--- config.mk ---
export PLATFORM = sky130hd
export DESIGN_NAME = ff_terminated_frame_receiver
export DESIGN_NICKNAME = d
export VERILOG_FILES = /design/src/sv/ftfr_pkg.sv /design/src/sv/ftfr_ram.sv /design/src/sv/ftfr_datapath.sv /design/src/sv/ftfr_ctrl.sv /design/src/sv/ff_terminated_frame_receiver.sv
export SDC_FILE = /design/constraint.sdc
export NUM_CORES = 1
export LEC_CHECK = 0
export BUFFER_PORTS_ARGS = -buffer_cell sky130_fd_sc_hd__buf_2
export CAP_MARGIN = 20
export CORE_AREA = 2 2 134 136
export CTS_CLUSTER_DIAMETER = 30
export CTS_CLUSTER_SIZE = 30
export DETAILED_ROUTE_END_ITERATION = 16
export DIE_AREA = 0 0 136 138
export PLACE_DENSITY = 0.78
export SKIP_LAST_GASP = 1
export SLEW_MARGIN = 20
export SYNTH_ARGS = -nofsm -noshare
export SYNTH_HDL_FRONTEND = slang
export SYNTH_SLANG_ARGS = --single-unit
--- constraint.sdc ---
create_clock -name clock -period 3.9 [get_ports clock]
set_clock_uncertainty 0.2 [all_clocks]
set_input_delay 0 -clock clock [delete_from_list [all_inputs] [get_ports clock]]
set_output_delay 0 -clock clock [all_outputs]
set_load 0.05 [all_outputs]
--- src/sv/ftfr_pkg.sv ---
package ftfr_pkg;

   localparam int BUFFER_DEPTH_DEFAULT = 32;
   localparam int CHAR_WIDTH = 7;

   localparam logic [7:0] BYTE_TERM = 8'hFF;
   localparam logic [7:0] BYTE_ZERO = 8'h00;
   localparam logic [7:0] BYTE_REBOOT = 8'h88;
   localparam logic [7:0] BYTE_PRINT_LO = 8'h20;
   localparam logic [7:0] BYTE_PRINT_HI = 8'h7E;

   localparam logic [1:0] TERM_LAST = 2'd2;
   localparam logic [1:0] ZERO_FULL = 2'd3;

   localparam logic EVENT_CHAR = 1'b0;
   localparam logic EVENT_RESYNC = 1'b1;

   typedef enum logic [1:0] {
      ST_IDLE,
      ST_DRAIN,
      ST_EVENT
   } state_type;

   typedef struct packed {
      logic take;
      logic drain_first;
      logic drain_next;
      logic frame_clear;
      logic event_sel;
   } cmd_type;

   typedef struct packed {
      logic frame_end;
      logic has_chars;
      logic boot;
      logic last;
   } status_type;

endpackage

--- src/sv/ftfr_ram.sv ---
module ftfr_ram
   #(
      parameter int WIDTH = 8,
      parameter int DEPTH = 32
   )
   (
      input  logic                     clock,
      input  logic                     wr_en,
      input  logic [$clog2(DEPTH)-1:0] wr_addr,
      input  logic [WIDTH-1:0]         wr_data,
      input  logic                     rd_en,
      input  logic [$clog2(DEPTH)-1:0] rd_addr,
      output logic [WIDTH-1:0]         rd_data
   );

   logic [WIDTH-1:0] mem_ff [DEPTH];
   logic [WIDTH-1:0] rd_data_ff;

   always_ff @(posedge clock) begin
      if (wr_en) begin
         mem_ff[wr_addr] <= wr_data;
      end
      if (rd_en) begin
         rd_data_ff <= mem_ff[rd_addr];
      end
   end

   assign rd_data = rd_data_ff;

endmodule

--- src/sv/ftfr_datapath.sv ---
module ftfr_datapath
   import ftfr_pkg::*;
   #(
      parameter int BUFFER_DEPTH = BUFFER_DEPTH_DEFAULT
   )
   (
      input  logic                  clock,
      input  logic                  reset,
      input  cmd_type               cmd,
      output status_type            status,
      input  logic [7:0]            rx_byte,
      output logic                  event_kind,
      output logic [CHAR_WIDTH-1:0] char_out,
      output logic                  last_of_frame
   );

   localparam int AW = $clog2(BUFFER_DEPTH);
   localparam logic [AW-1:0] MAX_COUNT = AW'(BUFFER_DEPTH - 1);

   logic [AW-1:0] count_ff, count_in;
   logic [AW-1:0] idx_ff, idx_in;
   logic [1:0]    term_ff, term_in;
   logic [1:0]    zero_ff, zero_in;
   logic          marker_ff, marker_in;

   logic                  is_term;
   logic                  printable;
   logic                  wr_en;
   logic                  rd_en;
   logic [AW-1:0]         rd_addr;
   logic [CHAR_WIDTH-1:0] rd_data;

   assign is_term = (rx_byte == BYTE_TERM);
   assign printable = (rx_byte >= BYTE_PRINT_LO) && (rx_byte <= BYTE_PRINT_HI);
   assign wr_en = cmd.take && !is_term && printable && (count_ff < MAX_COUNT);
   assign rd_en = cmd.drain_first || cmd.drain_next;
   assign rd_addr = cmd.drain_first ? '0 : idx_ff + 1'b1;

   always_comb begin
      count_in = count_ff;
      term_in = term_ff;
      zero_in = zero_ff;
      marker_in = marker_ff;
      idx_in = rd_en ? rd_addr : idx_ff;
      if (cmd.take) begin
         if (is_term) begin
            if (term_ff == TERM_LAST) begin
               term_in = '0;
               zero_in = '0;
               marker_in = 1'b0;
            end else begin
               term_in = term_ff + 1'b1;
            end
         end else begin
            term_in = '0;
            if (count_ff == '0) begin
               if (rx_byte == BYTE_ZERO && zero_ff != ZERO_FULL) begin
                  zero_in = zero_ff + 1'b1;
               end else if (rx_byte == BYTE_REBOOT) begin
                  marker_in = 1'b1;
               end else begin
                  zero_in = '0;
                  marker_in = 1'b0;
               end
            end
            if (wr_en) begin
               count_in = count_ff + 1'b1;
            end
         end
      end
      if (cmd.frame_clear) begin
         count_in = '0;
      end
   end

   always_ff @(posedge clock) begin
      if (reset) begin
         count_ff <= '0;
         term_ff <= '0;
         zero_ff <= '0;
         marker_ff <= 1'b0;
      end else begin
         count_ff <= count_in;
         term_ff <= term_in;
         zero_ff <= zero_in;
         marker_ff <= marker_in;
      end
   end

   always_ff @(posedge clock) begin
      idx_ff <= idx_in;
   end

   ftfr_ram #(
      .WIDTH (CHAR_WIDTH),
      .DEPTH (BUFFER_DEPTH)
   ) u_store (
      .clock   (clock),
      .wr_en   (wr_en),
      .wr_addr (count_ff),
      .wr_data (rx_byte[CHAR_WIDTH-1:0]),
      .rd_en   (rd_en),
      .rd_addr (rd_addr),
      .rd_data (rd_data)
   );

   assign status.frame_end = is_term && (term_ff == TERM_LAST);
   assign status.has_chars = (count_ff != '0);
   assign status.boot = (zero_ff == ZERO_FULL) || marker_ff;
   assign status.last = (idx_ff == count_ff - 1'b1);

   assign event_kind = cmd.event_sel ? EVENT_RESYNC : EVENT_CHAR;
   assign char_out = cmd.event_sel ? '0 : rd_data;
   assign last_of_frame = cmd.event_sel || status.last;

endmodule

--- src/sv/ftfr_ctrl.sv ---
module ftfr_ctrl
   import ftfr_pkg::*;
   (
      input  logic       clock,
      input  logic       reset,
      input  logic       req_valid,
      output logic       req_stall,
      output logic       rsp_valid,
      input  logic       rsp_stall,
      input  status_type status,
      output cmd_type    cmd
   );

   state_type state_ff, state_in;

   always_ff @(posedge clock) begin
      if (reset) begin
         state_ff <= ST_IDLE;
      end else begin
         state_ff <= state_in;
      end
   end

   always_comb begin
      state_in = state_ff;
      cmd = '0;
      unique case (state_ff)
         ST_IDLE: begin
            if (req_valid) begin
               cmd.take = 1'b1;
               if (status.frame_end) begin
                  if (status.has_chars) begin
                     cmd.drain_first = 1'b1;
                     state_in = ST_DRAIN;
                  end else if (status.boot) begin
                     state_in = ST_EVENT;
                  end
               end
            end
         end
         ST_DRAIN: begin
            if (!rsp_stall) begin
               if (status.last) begin
                  cmd.frame_clear = 1'b1;
                  state_in = ST_IDLE;
               end else begin
                  cmd.drain_next = 1'b1;
               end
            end
         end
         ST_EVENT: begin
            cmd.event_sel = 1'b1;
            if (!rsp_stall) begin
               state_in = ST_IDLE;
            end
         end
         default: begin
            state_in = ST_IDLE;
         end
      endcase
   end

   assign req_stall = (state_ff != ST_IDLE);
   assign rsp_valid = (state_ff == ST_DRAIN) || (state_ff == ST_EVENT);

endmodule

--- src/sv/ff_terminated_frame_receiver.sv ---
// A frame-end byte shows its first result in the cycle after its transfer.
// Throughput: one byte per cycle while no frame ends; a frame end holds the input
// while the stored characters (or a resync event) are sent, paced by the
// single read port of the character store and by rsp_stall.
// Reset: synchronous, active high; clears all frame tracking, the store is not cleared.
module ff_terminated_frame_receiver
   import ftfr_pkg::*;
   #(
      parameter int BUFFER_DEPTH = BUFFER_DEPTH_DEFAULT
   )
   (
      input  logic                  clock,
      input  logic                  reset,
      input  logic                  req_valid,
      output logic                  req_stall,
      input  logic [7:0]            req_rx_byte,
      output logic                  rsp_valid,
      input  logic                  rsp_stall,
      output logic                  rsp_event_kind,
      output logic [CHAR_WIDTH-1:0] rsp_char_out,
      output logic                  rsp_last_of_frame
   );

   cmd_type    cmd;
   status_type status;

   ftfr_ctrl u_ctrl (
      .clock     (clock),
      .reset     (reset),
      .req_valid (req_valid),
      .req_stall (req_stall),
      .rsp_valid (rsp_valid),
      .rsp_stall (rsp_stall),
      .status    (status),
      .cmd       (cmd)
   );

   ftfr_datapath #(
      .BUFFER_DEPTH (BUFFER_DEPTH)
   ) u_datapath (
      .clock         (clock),
      .reset         (reset),
      .cmd           (cmd),
      .status        (status),
      .rx_byte       (req_rx_byte),
      .event_kind    (rsp_event_kind),
      .char_out      (rsp_char_out),
      .last_of_frame (rsp_last_of_frame)
   );

endmodule

==> results of run 1 <==
[worst max-delay path: stages]
cell	delay (ps)
dlygate4sd3_1	530
buf_2	130
buf_4	260
or4_1	570
nor3_1	330
nand3_1	150
dlygate4sd3_1	600
or2_2	270
dlygate4sd3_1	550
a21oi_1	140
dlygate4sd3_1	550
[layer usage]
metal	up-vias	share of wire, %	GRT usage (%)	wire length (um)
met2	459	48	43.1	12400
met3	72	10	6.38	2670
li1	2986	-	-	-
met4	0	3.1	9.87	788
met5	-	0	0	0
met1	3371	38	39.8	9770
[state kept, by name, indices dropped and copies added (netlist names)]
name                        count
u_datapath.u_store.rd_data      7
u_datapath.zero_ff              2
u_datapath.idx_ff               5
u_datapath.count_ff             5
u_ctrl.state_ff                 2
u_datapath.term_ff              2
u_datapath.marker_ff            1
u_datapath.u_store.mem_ff     224
[power groups by stage]
stage / Sequential, mW / Clock (mW) / Combinational (mW)
after floorplan: 2.99 / 0 / 0.207
after global placement: 2.99 / 0 / 0.319
after detailed placement: 2.99 / 0 / 0.330
after CTS: 2.94 / 3.46 / 0.342
after global routing: 2.94 / 3.58 / 0.367
final: 2.94 / 3.43 / 0.347
[kinds of logic after synthesis]
| family | after synthesis |
|---|---|
| xor+xnor | 13 |
| compound gates | 143 |
| simple gates | 225 |
| mux | 47 |
| flops | 248 |
| buf+inv | 54 |
| fa+ha+maj | 10 |
[how the worst min path moves through the flow]
stage                               from                         endpoint  slack (ps)
final                              reset            u_datapath.zero_ff[1]         100
after global routing               reset            u_datapath.term_ff[0]         130
after CTS                          reset            u_datapath.zero_ff[1]          90
after detailed placement           reset             u_datapath.marker_ff          90
after global placement             reset            u_datapath.term_ff[1]          70
after floorplan           req_rx_byte[0]  u_datapath.u_store.mem_ff[0][0]        -100
[cell type report]
cell class,count,area (um2)
clock buffer,45,1040
clock inverter,25,267
fill,1108,5090
inverter,12,45.0
multi-input combinational,438,2980
sequential,248,7330
tap,229,287
timing repair buffer,68,495
[Yosys cell counts (3+ instances only)]
| master | count | area (um2) |
|---|---|---|
| or4_1 | 5 | 37.5 |
| nand2_1 | 67 | 251 |
| nor3_1 | 9 | 45.0 |
| mux2_2 | 16 | 180 |
| nand3b_1 | 4 | 30.0 |
| mux2i_1 | 17 | 170 |
| a22oi_1 | 7 | 52.6 |
| a311oi_1 | 6 | 52.6 |
| xor2_1 | 3 | 26.3 |
| o22ai_1 | 6 | 37.5 |
| a211oi_1 | 6 | 45.0 |
| mux4_2 | 14 | 315 |
| buf_6 | 4 | 45.0 |
| inv_1 | 10 | 37.5 |
| nor2_1 | 79 | 297 |
| nand2b_1 | 10 | 62.6 |
| a21oi_1 | 33 | 165 |
| buf_2 | 18 | 90.1 |
| o211ai_1 | 9 | 67.6 |
| dfxtp_1 | 12 | 240 |
| o21ai_0 | 38 | 190 |
| nor2b_1 | 8 | 50.1 |
| o32a_1 | 6 | 60.1 |
| or3_1 | 15 | 93.8 |
| nand3_1 | 8 | 40.0 |
| buf_1 | 5 | 18.8 |
| xnor2_1 | 9 | 78.8 |
| clkbuf_1 | 12 | 45.0 |
| edfxtp_1 | 236 | 7090 |
| ha_1 | 10 | 125 |
| nand4_1 | 5 | 31.3 |
| a221oi_1 | 14 | 123 |
[layout by cell type, fill, tap and decap left out, types with 7 or more instances in the layout]
cell	Yosys	final
a21oi_1	33	33
a221oi_1	14	14
a22oi_1	7	7
buf_2	18	22
buf_4	2	30
clkbuf_16	0	41
dfxtp_1	12	12
dlygate4sd3_1	0	16
edfxtp_1	236	236
ha_1	10	10
inv_1	10	10
inv_6	0	8
mux2_2	16	16
mux2i_1	17	17
mux4_2	14	14
nand2_1	67	67
nand2b_1	10	10
nand3_1	8	8
nor2_1	79	79
nor2b_1	8	8
nor3_1	9	9
o211ai_1	9	9
o21ai_0	38	37
or3_1	15	15
xnor2_1	9	8
[metrics by stage]
| step | area [um2] | util, % |
|---|---|---|
| finish | 12400 | 71.0 |
| floorplan | 10500 | - |
| global route | 12400 | 71.0 |
| global placement | 11000 | 62.6 |
| detailed placement | 11000 | 62.6 |
| CTS | 12400 | 70.9 |
==> impl_metrics.json, run 1 <==
{
  "cts_hold_buffers": 16,
  "place_inst": 979,
  "numPortBuffers": 22,
  "maxCapViolCount": 0,
  "hold_violations": 0,
  "hpwl_um": 15800,
  "instances_no_fill": 1065,
  "r2r_setup_slack_ps": 540,
  "groute.usage.overall_pct": 28.0,
  "antenna_violating_nets_post_route": 0,
  "combPwrFrac_pct": 5.2,
  "synth_top_family_by_area": "simple AND/OR/NAND/NOR gates",
  "holdWs_ps": 103,
  "routed_via_density": 6.47,
  "yosys_warnings": 0,
  "run_status": "finished, final reports clean",
  "drtIter0Drc": 1055,
  "drt_pass1_iterations": 5,
  "power.internal_mw": 5.23,
  "finalNetCount": 830,
  "syn_area_um2": 10500,
  "grt_max_degree": 54,
  "power_density_nw_per_um2": 540,
  "synth_simple_gate_area_share_pct": 10.2,
  "p_leak_nw": 4.23,
  "cts_num_sinks": 248,
  "maxSlewViolCount": 0,
  "layout-drive-gt1-share_pct": 19.4,
  "cp-startpoint": "req_rx_byte[2]",
  "synth-compound-area-share_pct": 9.10,
  "die_y_um": 138,
  "async_flop_share_pct": 0,
  "wl_um": 25600,
  "die_w_um": 136,
  "syn_avg_cell_area_um2": 14.2,
  "crit_path_end_kind": "flip-flop",
  "tightestPinTransition_ps": 968,
  "grt_pass1_vias": 6851,
  "start_util_pct": 60.1,
  "clockRootBuffer": "clkbuf_16",
  "area_growth_pct": 18.0,
  "synth_fa_ha_area_share_pct": 1.19,
  "gr-total-overflow": 0,
  "synth-main-ff-cell": "edfxtp_1",
  "crit_required_ps": 4160,
  "fin_crit_ps": 3840,
  "clk_pin_slew_worst_paths_ps": 50,
  "worstPathArrival_ps": 4100,
  "finalSetupViolations": 0,
  "clock.fmax_mhz": 260,
  "place_congestion": 0.901,
  "crit_type": "in -> reg",
  "clockPowerShare_pct": 51.0,
  "numCtsBuffers": 40,
  "cts.path.max_buffers": 3,
  "core_area_um2": 17500,
  "wl_per_cell_um": 24.1,
  "post_cts_buffers": 0,
  "min_period_over_period_pct": 98.6,
  "grt_first_pass_wirelength_um": 39300,
  "reg2reg_depth": 9,
  "synth_edf_count": 236,
  "num_io_pins": 23,
  "peakVddDrop_v": 0.000416,
  "power_switching_share_pct": 22.2,
  "synth.distinct_cells": 62,
  "antenna_found_initial": 0,
  "synthXorXnorAreaFrac_pct": 1.15,
  "dieArea_um2": 18800,
  "path_max_fanout": 33,
  "antenna_cells": 0,
  "min_path_cells": 3,
  "place_ws_ps": 621,
  "worstSkewPairLatency_ps": 520,
  "grt_setup_unrepaired": "false",
  "slew_headroom_pct": 35.2,
  "seqPwrFrac_pct": 43.8,
  "seq_area_frac_synth_pct": 69.5,
  "endpoint": "u_datapath.marker_ff",
  "htreeDepth": 2,
  "muxShareOfSynthArea_pct": 6.31,
  "setup_tns_ps": 0,
  "vias": 6888,
  "cts_tree": "yes",
  "synth-seq-cells": 248,
  "syn_nets": 762,
  "r2r-end": "u_datapath.u_store.rd_data[6]",
  "placementRows": 49,
  "drc": 0,
  "hp-class": "in -> reg",
  "power.switching_mw": 1.49,
  "cp-start-kind": "primary input",
  "power.total_mw": 6.72,
  "setup_ws_ps": 56.3,
  "synthCells": 740,
  "ctsResizeCount": 0,
  "r2r-start": "u_datapath.count_ff[0]"
}
Note: power is estimated with default switching activity, not from simulation.
==> run 2, diff against run 1 <==
Settings changed: RECOVER_POWER from default to 50.
==> impl_metrics.json, run 2 (synthesized netlist as in run 1, its figures left out) <==
{
  "place_congestion": 0.901,
  "worstSkewPairLatency_ps": 520,
  "cts_tree": "yes",
  "area_growth_pct": 17.6,
  "wl_per_cell_um": 24.0,
  "drt_pass1_iterations": 6,
  "tightestPinTransition_ps": 1800,
  "grt_pass1_vias": 6851,
  "clk_pin_slew_worst_paths_ps": 50,
  "drc": 0,
  "worstPathArrival_ps": 4060,
  "largest_reg_flops": 224,
  "groute.usage.overall_pct": 28.0,
  "antenna_violating_nets_post_route": 0,
  "layout_common_cells": "edfxtp_1 (236), nor2_1 (79), nand2_1 (68)",
  "numCtsBuffers": 40,
  "num_io_pins": 23,
  "grt_first_pass_wirelength_um": 39300,
  "hpwl_um": 15800,
  "regMostFlops": "u_datapath.u_store.mem_ff",
  "clock.fmax_mhz": 263,
  "cts.path.max_buffers": 3,
  "finalSetupViolations": 0,
  "crit_type": "in -> reg",
  "slew_headroom_pct": -20.0,
  "drtIter0Drc": 1043,
  "layout-drive-gt1-share_pct": 16.7,
  "numPortBuffers": 22,
  "core_area_um2": 17500,
  "routed_via_density": 6.47,
  "maxSlewViolCount": 33,
  "gr-total-overflow": 0,
  "min_period_over_period_pct": 97.5,
  "die_w_um": 136,
  "vias": 6894,
  "power_density_nw_per_um2": 541,
  "start_util_pct": 60.1,
  "crit_path_end_kind": "flip-flop",
  "maxCapViolCount": 1,
  "antenna_cells": 0,
  "die_y_um": 138,
  "place_ws_ps": 621,
  "hp-class": "in -> reg",
  "grt_max_degree": 54,
  "failed_checks": "capacitance limit, slew limit",
  "wl_um": 25600,
  "htreeDepth": 2,
  "grt_setup_unrepaired": "false",
  "layout_commonest_cell": "edfxtp_1",
  "placementRows": 49,
  "fillers": 1132,
  "clockRootBuffer": "clkbuf_16",
  "p_leak_nw": 4.16,
  "setup_tns_ps": 0,
  "cts_num_sinks": 248,
  "cp-start-kind": "primary input",
  "finalNetCount": 830,
  "setup_ws_ps": 96.2,
  "antenna_found_initial": 0,
  "peakVddDrop_v": 0.000416,
  "path_max_fanout": 34,
  "fin_crit_ps": 3800,
  "run_status": "finished, violations left",
  "hold_violations": 0,
  "crit_required_ps": 4160,
  "dieArea_um2": 18800
}
[run 2: cell types whose count changed in the layout (fill, tap and decap cells not counted)]
cell      change
clkbuf_1     +21
buf_2        -15
buf_4         -6
nand2_1       +1
nand2_2       -1
[run 2: routing by layer]
metal	GRT usage, %	up-vias	part of all wire (%)
met5	0	-	0
met4	9.87	0	2.9
met3	6.38	62	10
met2	43.1	457	49
met1	39.8	3390	39
li1	-	2985	-
[run 2: critical path, stage by stage]
cell	delay (ps)
dlygate4sd3_1	530
buf_2	170
buf_4	270
or4_1	520
nor3_1	310
nand3_1	150
dlygate4sd3_1	600
or2_2	270
dlygate4sd3_1	550
a21oi_1	140
dlygate4sd3_1	550
[run 2: metrics by stage]
stage / hold slack (ps) / instances / power (mW) / instance area [um2] / util [%]
after floorplan: -101 / 740 / 3.20 / 10500 / -
after global placement: 72.5 / 979 / 3.31 / 11000 / 62.6
after detailed placement: 88.3 / 979 / 3.32 / 11000 / 62.6
after CTS: 88.9 / 1065 / 6.74 / 12400 / 70.9
after global routing: 128 / 1065 / 6.88 / 12400 / 70.7
final: 103 / 1065 / 6.70 / 12400 / 70.7
[run 2: cell type report]
class / instances / area, um2 / share of cell area [%]
Clock buffer: 45 / 1040 / 8.40
Clock inverter: 25 / 267 / 2.15
Inverter: 12 / 45.0 / 0.363
Multi-Input combinational cell: 438 / 2980 / 24.0
Sequential cell: 248 / 7330 / 59.1
Tap cell: 229 / 287 / 2.31
Timing Repair Buffer: 68 / 454 / 3.66
[run 2: report_power, final]
group | switching, mW | internal, mW | leakage, nW | total (mW)
Sequential | 0.00886 | 2.93 | 2.22 | 2.94
Clock | 1.22 | 2.20 | 0.636 | 3.42
Combinational | 0.252 | 0.0871 | 1.30 | 0.340
Total | 1.49 | 5.22 | 4.16 | 6.70
[run 2: timing repair]
action | in CTS | in global routing
setup buffers | 0 | 0
gates resized for setup | 0 | 0
hold buffers | 16 | 0
hold endpoints to repair | 236 | 0
[run 2: path summary, 6_finish.rpt]
check                         start                            end  slack (ps)  cells past startpoint
min                           reset          u_datapath.zero_ff[1]         100                      3
max reg2reg  u_datapath.count_ff[0]  u_datapath.u_store.rd_data[6]         520                      9
min reg2reg   u_datapath.zero_ff[1]          u_datapath.zero_ff[1]         340                      2
max                  req_rx_byte[5]           u_datapath.marker_ff         100                     11
